===== src/sv/bid_pkg.sv =====
package bid_pkg;

   typedef enum logic [2:0] {
      PH_OPCODE = 3'd0,
      PH_MODE   = 3'd1,
      PH_X      = 3'd2,
      PH_Y      = 3'd3,
      PH_Z      = 3'd4
   } phase_type;

   localparam logic [7:0] OP_HALT   = 8'h00;
   localparam logic [7:0] OP_SINGLE = 8'h01;
   localparam logic [7:0] OP_SHORT  = 8'h26;

   localparam int unsigned Y_IMM_BIT = 5;
   localparam int unsigned Z_IMM_BIT = 2;

   // register operand length in bytes: 0, 1, 2, 4
   function automatic logic [3:0] reg_len(input logic [1:0] code);
      logic [3:0] n;
      unique case (code)
         2'd0: n = 4'd0;
         2'd1: n = 4'd1;
         2'd2: n = 4'd2;
         default: n = 4'd4;
      endcase
      return n;
   endfunction

   // immediate operand length in bytes: 1, 2, 4, 8
   function automatic logic [3:0] imm_len(input logic [1:0] code);
      logic [3:0] n;
      unique case (code)
         2'd0: n = 4'd1;
         2'd1: n = 4'd2;
         2'd2: n = 4'd4;
         default: n = 4'd8;
      endcase
      return n;
   endfunction

   function automatic logic [3:0] x_len(input logic [7:0] mode);
      return reg_len(mode[7:6]);
   endfunction

   function automatic logic [3:0] y_len(input logic [7:0] mode);
      return mode[Y_IMM_BIT] ? imm_len(mode[4:3]) : reg_len(mode[4:3]);
   endfunction

   function automatic logic [3:0] z_len(input logic [7:0] mode);
      return mode[Z_IMM_BIT] ? imm_len(mode[1:0]) : reg_len(mode[1:0]);
   endfunction

endpackage


===== src/sv/bytecode_instruction_decoder_top.sv =====
// Bytecode instruction decoder. Takes one code byte per cycle on req_ and
// returns one decoded instruction on rsp_ in the cycle after its last byte
// is accepted. An instruction is 1 to 22 bytes long. The only stall is the
// result register: req_ready drops while a finished instruction waits and
// rsp_ready is low. Opcodes 0x00, 0x01 and 0x26 are single-byte; any other
// opcode is followed by a mode byte and then the X, Y and Z operand bytes,
// little-endian.
module bytecode_instruction_decoder_top
   import bid_pkg::*;
(
   input  logic        clock,
   input  logic        reset,
   input  logic        req_valid,
   output logic        req_ready,
   input  logic [7:0]  req_code_byte,
   output logic        rsp_valid,
   input  logic        rsp_ready,
   output logic [7:0]  rsp_opcode,
   output logic        rsp_has_operands,
   output logic [7:0]  rsp_mode_byte,
   output logic [31:0] rsp_dest_register,
   output logic [63:0] rsp_y_value,
   output logic        rsp_y_immediate,
   output logic [63:0] rsp_z_value,
   output logic        rsp_z_immediate,
   output logic [4:0]  rsp_instr_length
);

   phase_type   phase_ff, phase_in;
   logic [7:0]  opcode_ff, opcode_in;
   logic [7:0]  mode_ff, mode_in;
   logic [3:0]  left_ff, left_in;
   logic [31:0] x_ff, x_in;
   logic [63:0] y_ff, y_in;
   logic [63:0] z_ff, z_in;
   logic [4:0]  count_ff, count_in;

   logic        out_valid_ff, out_valid_in;
   logic [7:0]  out_opcode_ff;
   logic        out_ops_ff;
   logic [7:0]  out_mode_ff;
   logic [31:0] out_x_ff;
   logic [63:0] out_y_ff;
   logic [63:0] out_z_ff;
   logic [4:0]  out_len_ff;

   logic        accept;
   logic        done;
   logic        with_ops;
   logic [7:0]  b;

   assign req_ready = !out_valid_ff || rsp_ready;
   assign accept    = req_valid && req_ready;
   assign b         = req_code_byte;

   always_comb begin
      logic [3:0] cur_len;
      logic [2:0] pos;
      logic [3:0] xl, yl, zl;
      phase_in  = phase_ff;
      opcode_in = opcode_ff;
      mode_in   = mode_ff;
      left_in   = left_ff;
      x_in      = x_ff;
      y_in      = y_ff;
      z_in      = z_ff;
      count_in  = count_ff;
      done      = 1'b0;
      with_ops  = 1'b1;
      cur_len   = 4'd0;
      pos       = 3'd0;
      xl        = x_len(mode_ff);
      yl        = y_len(mode_ff);
      zl        = z_len(mode_ff);
      unique case (phase_ff)
         PH_MODE: begin
            mode_in  = b;
            count_in = count_ff + 5'd1;
            xl       = x_len(b);
            yl       = y_len(b);
            zl       = z_len(b);
            if (xl != 4'd0) begin
               phase_in = PH_X;
               left_in  = xl;
            end else if (yl != 4'd0) begin
               phase_in = PH_Y;
               left_in  = yl;
            end else if (zl != 4'd0) begin
               phase_in = PH_Z;
               left_in  = zl;
            end else begin
               done = 1'b1;
            end
         end
         PH_X, PH_Y, PH_Z: begin
            cur_len  = (phase_ff == PH_X) ? xl : ((phase_ff == PH_Y) ? yl : zl);
            pos      = 3'(cur_len - left_ff);
            count_in = count_ff + 5'd1;
            left_in  = left_ff - 4'd1;
            if (phase_ff == PH_X) begin
               if (pos[2] == 1'b0) begin
                  x_in[8*pos[1:0] +: 8] = x_ff[8*pos[1:0] +: 8] | b;
               end
            end else if (phase_ff == PH_Y) begin
               y_in[8*pos +: 8] = y_ff[8*pos +: 8] | b;
            end else begin
               z_in[8*pos +: 8] = z_ff[8*pos +: 8] | b;
            end
            if (left_in == 4'd0) begin
               if (phase_ff == PH_X && yl != 4'd0) begin
                  phase_in = PH_Y;
                  left_in  = yl;
               end else if (phase_ff != PH_Z && zl != 4'd0) begin
                  phase_in = PH_Z;
                  left_in  = zl;
               end else begin
                  done = 1'b1;
               end
            end
         end
         default: begin
            opcode_in = b;
            mode_in   = 8'd0;
            x_in      = 32'd0;
            y_in      = 64'd0;
            z_in      = 64'd0;
            left_in   = 4'd0;
            count_in  = 5'd1;
            if (b == OP_HALT || b == OP_SINGLE || b == OP_SHORT) begin
               done     = 1'b1;
               with_ops = 1'b0;
            end else begin
               phase_in = PH_MODE;
            end
         end
      endcase
      if (done) begin
         phase_in = PH_OPCODE;
         left_in  = 4'd0;
      end
   end

   always_comb begin
      out_valid_in = out_valid_ff && !rsp_ready;
      if (accept && done) begin
         out_valid_in = 1'b1;
      end
   end

   always_ff @(posedge clock) begin
      if (reset) begin
         phase_ff     <= PH_OPCODE;
         opcode_ff    <= 8'd0;
         mode_ff      <= 8'd0;
         left_ff      <= 4'd0;
         x_ff         <= 32'd0;
         y_ff         <= 64'd0;
         z_ff         <= 64'd0;
         count_ff     <= 5'd0;
         out_valid_ff <= 1'b0;
      end else begin
         out_valid_ff <= out_valid_in;
         if (accept) begin
            phase_ff  <= phase_in;
            opcode_ff <= opcode_in;
            mode_ff   <= mode_in;
            left_ff   <= left_in;
            x_ff      <= x_in;
            y_ff      <= y_in;
            z_ff      <= z_in;
            count_ff  <= count_in;
         end
      end
   end

   always_ff @(posedge clock) begin
      if (accept && done) begin
         out_opcode_ff <= opcode_in;
         out_ops_ff    <= with_ops;
         out_mode_ff   <= with_ops ? mode_in : 8'd0;
         out_x_ff      <= with_ops ? x_in : 32'd0;
         out_y_ff      <= with_ops ? y_in : 64'd0;
         out_z_ff      <= with_ops ? z_in : 64'd0;
         out_len_ff    <= count_in;
      end
   end

   assign rsp_valid         = out_valid_ff;
   assign rsp_opcode        = out_opcode_ff;
   assign rsp_has_operands  = out_ops_ff;
   assign rsp_mode_byte     = out_mode_ff;
   assign rsp_dest_register = out_x_ff;
   assign rsp_y_value       = out_y_ff;
   assign rsp_y_immediate   = out_mode_ff[Y_IMM_BIT];
   assign rsp_z_value       = out_z_ff;
   assign rsp_z_immediate   = out_mode_ff[Z_IMM_BIT];
   assign rsp_instr_length  = out_len_ff;

`ifndef SYNTHESIS
   a_single_len: assert property (@(posedge clock) disable iff (reset)
      rsp_valid && !rsp_has_operands |-> rsp_instr_length == 5'd1 && rsp_mode_byte == 8'd0)
      else $error("single-byte word with wrong length or mode");

   a_ops_len: assert property (@(posedge clock) disable iff (reset)
      rsp_valid && rsp_has_operands |-> rsp_instr_length >= 5'd2)
      else $error("operand word shorter than two bytes");

   a_left_nonzero: assert property (@(posedge clock) disable iff (reset)
      (phase_ff == PH_X || phase_ff == PH_Y || phase_ff == PH_Z) |-> left_ff != 4'd0)
      else $error("operand phase with no bytes left");

   a_idle_left: assert property (@(posedge clock) disable iff (reset)
      (phase_ff == PH_OPCODE || phase_ff == PH_MODE) |-> left_ff == 4'd0)
      else $error("byte count left over outside operand phase");
`endif

endmodule


===== config.mk =====
export PLATFORM = sky130hd
export DESIGN_NAME = bytecode_instruction_decoder_top
export DESIGN_NICKNAME = d
export VERILOG_FILES = /design/src/sv/bid_pkg.sv /design/src/sv/bytecode_instruction_decoder_top.sv
export SDC_FILE = /design/constraint.sdc
export NUM_CORES = 1
export LEC_CHECK = 0
export BUFFER_PORTS_ARGS = -buffer_cell sky130_fd_sc_hd__buf_2
export CORE_ASPECT_RATIO = 1.1
export CORE_MARGIN = 4
export CORE_UTILIZATION = 40
export CTS_CLUSTER_SIZE = 16
export DETAILED_ROUTE_END_ITERATION = 8
export HOLD_SLACK_MARGIN = 0.05
export PLACE_DENSITY = 0.56
export RECOVER_POWER = 50
export SLEW_MARGIN = 20
export SYNTH_ARGS = -nofsm -noshare
export SYNTH_HDL_FRONTEND = slang
export SYNTH_SLANG_ARGS = --single-unit

===== constraint.sdc =====
create_clock -name clock -period 15.5 [get_ports clock]
set_clock_uncertainty 0.15 [all_clocks]
set_input_delay 4.65 -clock clock [delete_from_list [all_inputs] [get_ports clock]]
set_output_delay 4.65 -clock clock [all_outputs]
set_load 0.01 [all_outputs]

==> Word level (Yosys, flattened, before mapping) <==
Index checks and enable logic that the tools add are counted.
{ "word_totals": {"reg_bits": 371, "out_inout_bits": 186} }
{ "op_classes": {"muxes": 64, "addsub": 5, "n_eq_ne": 23, "reduce_logical": 27, "n_bitwise": 3, "n_shift": 8} }
{ "ops": {"columns": ["operator", "count"], "rows": [
  ["$mux W64", 4],
  ["$pmux W64 S2", 2],
  ["$bwmux W64", 2],
  ["$shiftx A64 B7 Y8", 2],
  ["$shiftx A8 B34 Y64", 2],
  ["$mux W32", 2],
  ["$mux W4", 16],
  ["$pmux W32 S2", 1],
  ["$shift A8 B34 Y64 const A", 1],
  ["$pmux W3 S3", 6],
  ["$pmux W4 S3", 4],
  ["$neg A5 Y34", 1],
  ["$neg A6 Y34", 1],
  ["$shift A8 B34 Y32 const A", 1],
  ["$shiftx A8 B34 Y32", 1],
  ["$bwmux W32", 1],
  ["$shiftx A32 B6 Y8", 1],
  ["$mux W3", 10],
  ["$or A8 B8 Y8", 3],
  ["$reduce_bool A4 Y1", 5],
  ["$pmux W8 S2", 1],
  ["$eq A2 B1 Y1 const B", 6],
  ["$eq A2 B2 Y1 const B", 6],
  ["$logic_not A2 Y1", 6],
  ["27 further kinds", 45]
]} }

==> Longest topological paths before layout <==
{ "depth": {"depth_word": 13, "mapped_depth": 22, "ltp_nobuf": 17} }

==> Least setup slack after synthesis <==
No wires, ideal clock.
{ "synth_timing": {"kind": "input port to flip-flop", "from": "input port req_code_byte[2]", "to": "register out_x_ff[0], in the netlist rsp_dest_register[0] (enable)", "cell_stages": 7, "path_slack_ns": 5.572, "n_path_buf": 1, "t_arrival_ns": 9.245, "t_required_ns": 14.817, "path_cell_list": "clkbuf_1 and4b_1 a31oi_1 nor4_1 o21a_1 o21ai_0 inv_1"} }
{ "synth_via": {"elab_chain_len": 7, "elab_cells_between_ends": 13, "cone_classes": "eq/ne (2); mux (6); reduce/logical (5)"} }
{ "synth_rtl": {"columns": ["item", "line", "rtl"], "rows": [
  ["start: declaration", "bytecode_instruction_decoder_top.sv:15", "input logic [7:0] req_code_byte,"],
  ["$mux W4", "bid_pkg.sv:51", "return mode[Z_IMM_BIT] ? imm_len(mode[1:0]) : reg_len(mode[1:0]);"],
  ["$reduce_bool A4 Y1", "bytecode_instruction_decoder_top.sv:88", "end else if (zl != 4'd0) begin"],
  ["$mux W1", "bytecode_instruction_decoder_top.sv:88", null],
  ["$mux W1", "bytecode_instruction_decoder_top.sv:85", "end else if (yl != 4'd0) begin"],
  ["$mux W1", "bytecode_instruction_decoder_top.sv:82", "if (xl != 4'd0) begin"],
  ["$pmux W1 S2 (*)", "bytecode_instruction_decoder_top.sv:75", "unique case (phase_ff)"],
  ["$logic_and A1 B1 Y1 (*)", "bytecode_instruction_decoder_top.sv:177", "if (accept && done) begin"],
  ["end signal: assignment", "bytecode_instruction_decoder_top.sv:181", "out_x_ff <= with_ops ? x_in : 32'd0;"],
  ["end: declaration", "bytecode_instruction_decoder_top.sv:42", "logic [31:0] out_x_ff;"]
]} }
Every way passes the cells marked *; elsewhere a longest branch is shown, timed or not.
A chain may end at the register's enable or synchronous reset.

==> Worst setup path after layout <==
{ "layout_timing": {"from": "input port rsp_ready", "to": "output port req_ready"} }
{ "layout_via": {"elab_chain_len": 1} }
{ "layout_rtl": {"columns": ["item", "line", "rtl"], "rows": [
  ["start: declaration", "bytecode_instruction_decoder_top.sv:17", "input logic rsp_ready,"],
  ["$logic_or A1 B1 Y1", "bytecode_instruction_decoder_top.sv:52", "assign req_ready = !out_valid_ff || rsp_ready;"],
  ["end: declaration", "bytecode_instruction_decoder_top.sv:14", "output logic req_ready,"]
]} }
No other way between the ends.

==> qor.txt <==
result of the run = finished, violations left
violated checks = max-capacitance violations, max-slew violations
Max Root-Sink Buffers = 3
Detail Route Antenna Nets = 0
final period utilization = 0.6361
crit path max-delay cell type = sky130_fd_sc_hd__nand2b_1
end-of-flow core utilization = 0.4650
number of cells in the finished layout apart from fillers = 2,249
post-detailed-placement half-perimeter wirelength = 39,370 um
capturing point of the worst reg2reg path = z_ff[61]$_SDFFE_PP0P_
all-layer global routing usage = 0.2339
number of H-tree levels = 2
final period demand of the worst path = 9.860 ns
P_leak = 6.638 nW
quantity of gates resized following cts = 0
Setup-failing EPs final = 0
critical path required time = 10.70 ns
site row count = 79
Placer Congestion = 0.8972
post-synthesis cell type count = 88
launching element type of the critical path = input port
Syn Nets = 1,507
highest clock rate = 0.1014 GHz
largest fanout on the critical path = 4
post-synthesis instance total = 1,485
count of boundary I/O pins = 198
CP delay by family, top = buffers and inverters
DIE AREA = 46,510 sq um
ant diodes = 0
remaining global-route overflow = 0
antenna violations before repair = 0
max-capacitance violation count = 4
number of nets in the layout = 1,672
CP Class = in2out
fraction of registers with async set/reset = 0
max incr delay on CP = 0.16 ns
launch instance of the worst min-delay path = count_ff[4]$_SDFFE_PP0P_
Yosys warning count = 0
height of the die = 225.8 um
sequential fraction of the synthesis area = 0.5362
endpoint arrival time on the critical path = 5.06 ns
maximum number of pins on one net before global-route repair = 81
clock slew seen by the registers of the worst setup and hold paths = 0.06 ns
count leader, synth = sky130_fd_sc_hd__a22o_1
post-route DRC violation count = 0
clock tree from TritonCTS = yes
Synth Register Bits = 371
fraction of final layout cells with drive strength greater than 1 = 0.1130
ordered list of cells on the worst path = buf_2 > nand2b_1 > buf_2
buffer type at the clock tree root = sky130_fd_sc_hd__clkbuf_16
cells on worst reg2reg path = 15
worst path bufs/invs = 2
average cell area after synthesis = 11.61 sq um
insertion delay to the later sink of the worst-skew pair = 0.55 ns
average vias per placed instance = 6.155
number of flops mapped to enable cells by yosys = 182
wire length per cell after detailed routing = 25.14 um
last element of the critical path = req_ready
via count of the first global-routing pass = 13,360
first-pass GRT wire length = 83,880 um
final-layout setup total negative slack = 0 ns
cell accounting for the most synthesized area = sky130_fd_sc_hd__edfxtp_1
Main synth FF type = sky130_fd_sc_hd__dfxtp_1
startpoint of the most critical register-to-register path = phase_ff[2]$_SDFFE_PP0P_
Worst slew margin = -0.4194
total stage count of the critical path = 3
initial core utilization = 0.4058
quantity of hold-fixing buffers added after cts = 0
Area Overhead vs Synth = 14.59%
power density normalized to cell area = 122.7 nW/um^2
setup repair after global routing missed its margin = false
Final Hold Vio Count = 0
Slew Viols, Final = 99
type of destination of the critical path = output pin
Mapped Area = 17,250 sq um
class of the worst hold path = reg2reg
dominant cell type by count on the critical path = sky130_fd_sc_hd__buf_2
clock sinks = 371
Peak supply drop = 0.07571 mV
source of the critical timing path = rsp_ready
worst reg-to-reg setup slack = 7.43 ns
violation count after the first detailed-route iteration = 1,435
PortBufs = 197
final-layout worst hold slack = 0.3219 ns
via count = 13,840
share of the synthesized area in the top cell type = 0.3169
placeable core area = 42,500 sq um
Post-CTS Setup Inserts = 0
number of detailed-routing iterations run before antenna repair = 5
Worst-Margin Slew = 2.129 ns
largest cells by area after synthesis = sky130_fd_sc_hd__edfxtp_1 (32%), sky130_fd_sc_hd__dfxtp_1 (22%), sky130_fd_sc_hd__a22o_1 (11%), sky130_fd_sc_hd__mux4_2 (5.0%), sky130_fd_sc_hd__o2bb2ai_1 (2.3%)
leading post-synthesis cells by instance count = sky130_fd_sc_hd__a22o_1 (223), sky130_fd_sc_hd__dfxtp_1 (189), sky130_fd_sc_hd__edfxtp_1 (182)
DRT Wirelength = 56,540 um
# placed instances = 2,175
x dimension of the die = 206.0 um
clock buffer count from CTS = 40
## sequential cells by signal, indices dropped and copies added, names as in the netlist
register and count:
opcode_ff 8, phase_ff 3, rsp_dest_register 32, rsp_valid 1, rsp_has_operands 1, x_ff 32, rsp_z_value 64, y_ff 64
left_ff 4, rsp_opcode 8, rsp_y_value 64, rsp_instr_length 5, count_ff 5, mode_ff 8, rsp_mode_byte 8, z_ff 64
## stage by stage
step | cell area, sq um | power, mW | setup WS [ns]
2_1_floorplan | 17250 | 1.325 | 5.572
3_3_place_gp | 18710 | 1.450 | 5.630
3_5_place_dp | 18710 | 1.452 | 5.639
4_1_cts | 20080 | 2.439 | 5.637
5_1_grt | 19760 | 2.505 | 5.609
6_report | 19760 | 2.425 | 5.640
## routing by layer
metal | GRT usage | part of all wire | vias to the layer above | wire length [um]
met3 | 0.04107 | 0.075 | 108 | 4256
li1 | - | - | 6200 | -
met2 | 0.3648 | 0.45 | 645 | 25700
met4 | 0.07772 | 0.033 | 0 | 1855
met1 | 0.3322 | 0.44 | 6890 | 24730
met5 | 0 | 0 | - | 0
## layout by cell type, fill, tap and decap left out, drive strengths merged, types with 6 or more instances in the layout
cell	n
a21o	10
a21oi	44
a22o	223
a31o	8
a31oi	24
a32o	12
and2	9
and3	16
buf	22
clkbuf	256
clkinv	10
dfxtp	189
edfxtp	182
ha	9
inv	32
mux2	6
mux2i	7
mux4	38
nand2	81
nand2b	21
nand3	57
nand4	10
nor2	102
nor3	49
nor4	8
o21ai	65
o22ai	13
o2bb2ai	46
o31a	6
o31ai	13
or2	7
or3	9
xnor2	8
xor2	7
## cell type report
type,instances,area (sq um)
clock buffers,52,1099
flip-flops and latches,371,9249
repair buffers,226,920.9
clock inverters,22,269.0
multi-input cells,981,7400
well taps,567,709.4
inverters,30,117.6
fillers,4066,22740
## worst min-delay path by stage
stage | endpoint | cells past startpoint
2_1_floorplan | count_ff[4]$_SDFFE_PP0P_ | 2
3_3_place_gp | count_ff[4]$_SDFFE_PP0P_ | 2
3_5_place_dp | count_ff[4]$_SDFFE_PP0P_ | 2
4_1_cts | count_ff[4]$_SDFFE_PP0P_ | 2
5_1_grt | count_ff[4]$_SDFFE_PP0P_ | 2
6_report | count_ff[4]$_SDFFE_PP0P_ | 2
## tightest hold or removal path: stages (launching register included)
cell                      delay [ns]
sky130_fd_sc_hd__dfxtp_1        0.32
sky130_fd_sc_hd__nand2_1        0.06
sky130_fd_sc_hd__a21oi_1        0.05
## cell families (layout without fill, tap and decap cells)
family	after synthesis	after routing	share of synthesized area
AO/OA/AOI/OAI	516	516	0.2396
XOR/XNOR	15	15	0.009358
adder cells (fa/ha/maj)	10	10	0.007690
buffers and inverters	133	330	0.03475
flip-flops	371	371	0.5362
multiplexers	51	51	0.05760
AND/OR/NAND/NOR	389	389	0.1148
## power by group
| part | switching, mW | internal, mW | leakage [nW] |
|---|---|---|---|
| clock network | 0.401 | 0.590 | 0.653 |
| logic | 0.307 | 0.0884 | 2.80 |
| registers | 0.0102 | 1.03 | 3.19 |
(Power assumes the default switching activity.)
